===== src/rtl/core/grzp_pkg.sv =====
// Shared types and constants for the ground ray zone picker.
package grzp_pkg;

    localparam int COORD_W    = 32;
    localparam int DIR_W      = 16;
    localparam int ID_W       = 16;
    localparam int DELTA_W    = COORD_W + 1;        // plane_height - origin_y
    localparam int PROD_W     = 48;                 // |delta * dir| < 2^48
    localparam int HIT_W      = PROD_W + 2;         // origin + signed quotient
    localparam int DIV_CYCLES = PROD_W / 2;         // two quotient bits per cycle
    localparam int DIV_CNT_W  = $clog2(DIV_CYCLES);

    localparam logic [1:0] KIND_CLEAR  = 2'd0;
    localparam logic [1:0] KIND_APPEND = 2'd1;
    localparam logic [1:0] KIND_QUERY  = 2'd2;

    typedef struct packed {
        logic              start;
        logic [PROD_W-1:0] dividend;
        logic [DIR_W-1:0]  divisor;
    } t_div_req;

    typedef struct packed {
        logic              done;
        logic [PROD_W-1:0] quotient;
    } t_div_rsp;

    typedef struct packed {
        logic [ID_W-1:0]    ident;
        logic [COORD_W-1:0] hi_z;
        logic [COORD_W-1:0] lo_z;
        logic [COORD_W-1:0] hi_x;
        logic [COORD_W-1:0] lo_x;
    } t_zone;

endpackage


===== src/rtl/core/grzp_div.sv =====
// Unsigned restoring divider, two quotient bits per cycle.
module grzp_div (
    input  logic               i_clk,
    input  logic               i_rst_n,
    input  grzp_pkg::t_div_req i_req,
    output grzp_pkg::t_div_rsp o_rsp
);

    localparam int PW = grzp_pkg::PROD_W;
    localparam int DW = grzp_pkg::DIR_W;

    logic                             r_busy;
    logic                             r_done;
    logic [grzp_pkg::DIV_CNT_W-1:0]   r_cnt;
    logic [DW-1:0]                    r_rem;
    logic [DW-1:0]                    r_dvs;
    logic [PW-1:0]                    r_q;

    logic [DW:0]   t1, t2, r1, r2;
    logic          ge1, ge2;
    logic [PW-1:0] q1, n_q;
    logic [DW-1:0] n_rem;

    // remainder stays below the divisor, so the shifted value fits DW+1 bits
    always_comb begin
        t1    = {r_rem, r_q[PW-1]};
        ge1   = t1 >= {1'b0, r_dvs};
        r1    = ge1 ? (t1 - {1'b0, r_dvs}) : t1;
        q1    = {r_q[PW-2:0], ge1};
        t2    = {r1[DW-1:0], q1[PW-1]};
        ge2   = t2 >= {1'b0, r_dvs};
        r2    = ge2 ? (t2 - {1'b0, r_dvs}) : t2;
        n_q   = {q1[PW-2:0], ge2};
        n_rem = r2[DW-1:0];
    end

    always_ff @(posedge i_clk) begin
        if (!i_rst_n) begin
            r_busy <= 1'b0;
            r_done <= 1'b0;
            r_cnt  <= '0;
        end else begin
            r_done <= 1'b0;
            if (i_req.start) begin
                r_busy <= 1'b1;
                r_cnt  <= '0;
            end else if (r_busy) begin
                r_cnt <= r_cnt + 1'b1;
                if (r_cnt == grzp_pkg::DIV_CNT_W'(grzp_pkg::DIV_CYCLES - 1)) begin
                    r_busy <= 1'b0;
                    r_done <= 1'b1;
                end
            end
        end
    end

    always_ff @(posedge i_clk) begin
        if (i_req.start) begin
            r_q   <= i_req.dividend;
            r_dvs <= i_req.divisor;
            r_rem <= '0;
        end else if (r_busy) begin
            r_q   <= n_q;
            r_rem <= n_rem;
        end
    end

    assign o_rsp.done     = r_done;
    assign o_rsp.quotient = r_q;

endmodule


===== config.mk =====
export PLATFORM = sky130hd
export DESIGN_NAME = grzp_div
export DESIGN_NICKNAME = d
export VERILOG_FILES = /design/src/rtl/core/grzp_pkg.sv /design/src/rtl/core/grzp_div.sv
export SDC_FILE = /design/constraint.sdc
export NUM_CORES = 1
export LEC_CHECK = 0
export BUFFER_PORTS_ARGS = -buffer_cell sky130_fd_sc_hd__clkbuf_2
export CAP_MARGIN = 20
export CELL_PAD_IN_SITES_DETAIL_PLACEMENT = 0
export CELL_PAD_IN_SITES_GLOBAL_PLACEMENT = 1
export CORE_MARGIN = 1
export CORE_UTILIZATION = 46
export DETAILED_ROUTE_END_ITERATION = 7
export GPL_TIMING_DRIVEN = 0
export PLACE_DENSITY_LB_ADDON = 0.3
export SLEW_MARGIN = 15
export SYNTH_ARGS = -nofsm -noshare
export SYNTH_HDL_FRONTEND = slang
export SYNTH_SLANG_ARGS = --single-unit

===== constraint.sdc =====
create_clock -name i_clk -period 6.3 [get_ports i_clk]
set_clock_uncertainty 0.1 [all_clocks]
set_input_delay 0.63 -clock i_clk [delete_from_list [all_inputs] [get_ports i_clk]]
set_output_delay 0.63 -clock i_clk [all_outputs]
set_load 0.01 [all_outputs]

## Word level (Yosys, flattened, before mapping)

Index checks and enable logic that the tools add are counted.

- Word-level logic and storage cells: 25
- Bits in read-only memories: 0
- Bits in latches: 0
- Memories kept: 0
- RAM bits: 0
- Flip-flop bits (word level): 87
- Output and inout bits: 49
- Input port bits: 67

- Equal/unequal tests: 1
- Multipliers: 0
- Bitwise operators: 2
- Magnitude comparators: 2
- Multiplexer cells: 8
- Divide/modulo/power cells: 0
- Shift operators: 0
- Add/subtract/negate cells: 3
- Reductions and logical operators: 3

Operators with widths:

| operator | count |
|---|---|
| two-way mux 48 bit | 2 |
| >= comparator 17 x 16 -> 1 bit | 2 |
| two-way mux 16 bit | 2 |
| subtractor 16 bit | 2 |
| adder 5 x 1 -> 5 bit (second input constant) | 1 |
| equality test 5 bit (second input constant) | 1 |
| two-way mux 1 bit | 4 |
| OR reduction 3 bit | 1 |
| inverter 1 bit | 2 |
| nonzero test 2 bit | 1 |
| OR reduction 2 bit | 1 |

## Logic depth before layout (Yosys ltp)

- Word-level depth: 5
- Gate-level depth with buffers: 21
- Depth with buffers taken out: 20

## Worst setup path after synthesis

No wires, ideal clock.

- Path kind: register to register
- Start: register r_dvs[8]
- End: register r_rem[1]
- Setup time: 0.122 ns
- Stages on the path, launching flop included: 21
- Slack: 2.003 ns
- Buffers on the path: 3
- Arrival: 4.075 ns
- Cell sequence: edfxtp_1 -> inv_1 -> ha_1 -> a21oi_1 -> o21a_1 -> nor2_1 -> o21bai_2 -> and2_4 -> buf_6 -> buf_6 -> mux2_2 -> ha_1 -> a2111oi_0 -> inv_1 -> o21ai_1 -> a21oi_1 -> o2111ai_1 -> and2_1 -> buf_2 -> a21oi_1 -> a311o_1

- Word-level cells in the longest chain between the ends: 4
- Elaborated cells between the ends (all ways): 6
- Those cells by class: add/sub (2); order compare (2); mux (2)

Ends and longest elaborated chain:

| element | line | source |
|---|---|---|
| from (decl) | grzp_div.sv:16 | `logic [DW-1:0] r_dvs;` |
| from (signal assigned) | grzp_div.sv:60 | `r_dvs <= i_req.divisor;` |
| >= comparator 17 x 16 -> 1 bit or subtractor 16 bit (tied branches) | grzp_div.sv:27, grzp_div.sv:28 |  |
| two-way mux 16 bit | grzp_div.sv:28 | `r1 = ge1 ? (t1 - {1'b0, r_dvs}) : t1;` |
| subtractor 16 bit or >= comparator 17 x 16 -> 1 bit (tied branches) | grzp_div.sv:32, grzp_div.sv:31 |  |
| two-way mux 16 bit * | grzp_div.sv:32 | `r2 = ge2 ? (t2 - {1'b0, r_dvs}) : t2;` |
| to (signal assigned) | grzp_div.sv:64 | `r_rem <= n_rem;` |
| to (decl) | grzp_div.sv:15 | `logic [DW-1:0] r_rem;` |

Every way passes the cells marked *; elsewhere a longest branch is shown, timed or not.
A chain may end at the register's enable or synchronous reset.

## Final worst setup path

- Start: register r_dvs[8]
- End: register r_rem[15]

- Word-level cells in the longest chain between the ends: 4
- Elaborated cells between the ends (all ways): 6
- Those cells by class: add/sub (2); order compare (2); mux (2)

Ends and longest elaborated chain:

| element | line |
|---|---|
| subtractor 16 bit or >= comparator 17 x 16 -> 1 bit (tied branches) | grzp_div.sv:28, grzp_div.sv:27 |
| two-way mux 16 bit | grzp_div.sv:28 |
| subtractor 16 bit or >= comparator 17 x 16 -> 1 bit (tied branches) | grzp_div.sv:32, grzp_div.sv:31 |
| two-way mux 16 bit * | grzp_div.sv:32 |

Marks and branches as above.

==> results.sh <==
export IMPL_cts_root_buffer="clkbuf_16"
export IMPL_p_int_w=0.00157
export IMPL_whs_path_depth=1
export IMPL_worstPathArrival_ns=5.25
export IMPL_powerDensity_mw_per_mm2=393
export IMPL_hold_class="in -> reg"
export IMPL_most_common_layout_cells="clkbuf_2 (115), edfxtp_1 (64), mux2_2 (55)"
export IMPL_synth_ff_type="edfxtp_1"
export IMPL_power_w=0.00255
export IMPL_syn_area_per_cell_um2=10.9
export IMPL_critPathKind="reg -> reg"
export IMPL_die_area_mm2=0.0121
export IMPL_fillers=1023
export IMPL_status="finished, final reports clean"
export IMPL_layout_commonest_cell="clkbuf_2"
export IMPL_io_pins=116
export IMPL_finalSetupViolCount=0
export IMPL_setup_tns_ns=0
export IMPL_core_area_mm2=0.0114
export IMPL_syn_area_mm2=0.00538
export IMPL_final_antenna_net_count=0
export IMPL_cts_path_max_buffers=2
export IMPL_synth_fp_nets=597
export IMPL_seq_area_mm2=0.00238
export IMPL_start_util=0.472
export IMPL_multi_input_area_mm2=0.00277
export IMPL_viasPerCell=5.67
export IMPL_p_sw_frac=0.384
export IMPL_antenna_cells=0
export IMPL_antenna_found_initial=0
export IMPL_synthCells=495
export IMPL_slew_headroom=0.556
export IMPL_crit_path_end_kind="register"
export IMPL_cts_buffers_inserted=9
export IMPL_layout_nets=724
export IMPL_path_clk_slew_ns=0.06
export IMPL_async_flop_share=0
export IMPL_synth_edff_count=64
export IMPL_worstSkewPairLatency_ns=0.34
export IMPL_period_share=0.810
export IMPL_maxCapViolations=0
export IMPL_cp_start_kind="register"
export IMPL_hold_start="i_req[3]"
export IMPL_route_detailed_drc=0
export IMPL_vias=4366
export IMPL_r2r_cells=20
export IMPL_yosysWarnings=0
export IMPL_tritoncts="done"
export IMPL_postCtsSetupRepairBufs=0
export IMPL_ctsResizeCount=0
export IMPL_syn_to_final_growth_pct=20.4
export IMPL_ctsHoldBuffers=0
export IMPL_fmax_mhz=196
export IMPL_hold_viol=0
export IMPL_totalWireLength_um=13800
export IMPL_slew_violations=0
export IMPL_r2r_end="r_rem[15]"
export IMPL_peakVddDrop_uv=181
export IMPL_period_minus_slack_ns=5.10
export IMPL_final_cells=770
export IMPL_drt_pass1_iterations=5
export IMPL_ys_ff_latch=87
export IMPL_ys_seq_area_frac=0.442
export IMPL_p_leak_nw=2.80
export IMPL_tightest_slew_ns=0.664
export IMPL_required_ns=6.45
export IMPL_power_frac_comb=0.484
export IMPL_whs_ns=0.368
export IMPL_p_seq_frac=0.293
export IMPL_rsz0062_at_grt="no"
export IMPL_p_sw_w=0.000978
export IMPL_first_global_vias=4307
export IMPL_r2r_start="r_dvs[8]"
export IMPL_drtIter0Drc=336
export IMPL_rrSetupSlack_ns=1.20
export IMPL_cts_sinks=87
export IMPL_die_h_um=110
export IMPL_grt_max_degree=27
export IMPL_post_route_cell_area_mm2=0.00648
export IMPL_dp_hpwl_um=10800
export IMPL_grt_first_pass_wirelength_um=21900
export IMPL_place_area_mm2=0.00617
export IMPL_overflow=0
export IMPL_cts_htree_levels=3
export IMPL_dp_cells=754
export IMPL_gp_routability_congestion=0.884
export IMPL_clockPowerShare=0.223
export IMPL_crit_fanout=10
export IMPL_layout_drive_gt1_share=0.332
export IMPL_std_cell_rows=39
export IMPL_synth_cell_types=67
export IMPL_min_to="r_dvs[3]"
export IMPL_port_buffer_count=115
export IMPL_gr_usage_all_layers=0.241
export IMPL_die_width_um=110
export IMPL_wl_per_cell_um=17.9
## flip-flops by register name, summed over array words and instances (netlist names)
signal,flops
r_rem,16
r_done,1
r_q,48
r_cnt,5
r_dvs,16
r_busy,1
## power by group through the flow
stage | logic (W) | clock network [W] | registers, W
2_1_floorplan | 0.000893 | 0 | 0.000764
5_1_grt | 0.00135 | 0.000596 | 0.000756
3_5_place_dp | 0.00121 | 0 | 0.000758
4_1_cts | 0.00122 | 0.000572 | 0.000747
6_report | 0.00123 | 0.000567 | 0.000747
3_3_place_gp | 0.00118 | 0 | 0.000757
## cells in the mapped netlist (3+ instances only)
cell	number	area, µm²
nor3_1	7	35.0
nor2_1	33	124
o21bai_1	3	22.5
edfxtp_1	64	1920
and3_1	3	18.8
ha_1	33	413
a21o_1	9	67.6
and2_1	4	25.0
buf_1	4	15.0
buf_2	3	15.0
xor2_1	7	61.3
clkbuf_1	9	33.8
a21oi_1	32	160
buf_6	3	33.8
nand3_1	14	70.1
o21ai_1	10	50.1
mux2_2	55	619
nand2b_1	4	25.0
o21ai_0	16	80.1
nand4_1	7	43.8
o21a_1	9	67.6
xnor2_1	16	140
nand2_1	18	67.6
dfxtp_1	23	460
a211oi_1	6	45.0
inv_1	32	120
a311oi_1	10	87.6
mux2i_1	3	30.0
nor2b_1	5	31.3
o31ai_1	3	22.5
## cell type report
cell class / instances / area share
timing repair buffer: 116 / 0.0931
inverter: 32 / 0.0185
multi-input combinational: 355 / 0.428
clock inverter: 6 / 0.0129
tap: 143 / 0.0276
buffer: 21 / 0.0174
clock buffer: 10 / 0.0353
sequential: 87 / 0.368
## logic make-up (layout without fill, tap and decap cells)
family	Yosys count	after routing	synth area share
flip-flops	87	87	0.442
AND/OR/NAND/NOR	107	107	0.0976
buffers and inverters	53	185	0.0432
multiplexers	59	59	0.123
AO/OA/AOI/OAI	131	131	0.172
adder cells (fa/ha/maj)	35	35	0.0841
XOR/XNOR	23	23	0.0374
## worst max-delay path, stage by stage (launching register included)
cell	delay [ns]
edfxtp_1	0.35
inv_1	0.11
ha_1	0.33
a21oi_1	0.37
o21a_1	0.18
nor2_1	0.04
o21bai_2	0.21
and2_4	0.18
buf_6	0.11
buf_2	0.26
mux2_2	0.39
ha_1	0.40
o21a_1	0.14
o31a_1	0.20
o21ai_1	0.12
a21oi_1	0.33
o2111ai_1	0.20
nand2_1	0.19
buf_1	0.41
o21ai_1	0.13
a311oi_1	0.26
## metal layers
metal | GRT usage | wire, µm
met5 | 0 | 0
met4 | 0.0836 | 275
met3 | 0.0582 | 946
met2 | 0.393 | 6430
met1 | 0.314 | 6100
## how the worst max path moves through the flow
| stage | from | end | cells past startpoint | slack (ns) |
|---|---|---|---|---|
| final | r_dvs[8] | r_rem[15] | 20 | 1.20 |
| after detailed placement | r_dvs[8] | r_rem[13] | 20 | 1.24 |
| after CTS | r_dvs[8] | r_rem[13] | 20 | 1.21 |
| after global placement | r_dvs[8] | r_rem[9] | 20 | 1.24 |
| after floorplan | r_dvs[8] | r_rem[1] | 20 | 2.00 |
| after global routing | r_q[47] | r_rem[13] | 21 | 0.71 |
## through the flow
step                setup WS, ns   util
detailed placement          1.24  0.540
global placement            1.24  0.538
global route               0.710  0.568
finish                      1.20  0.568
CTS                         1.21  0.568
floorplan                   2.00      -
No activity file was read; power rests on OpenSTA's default activity.
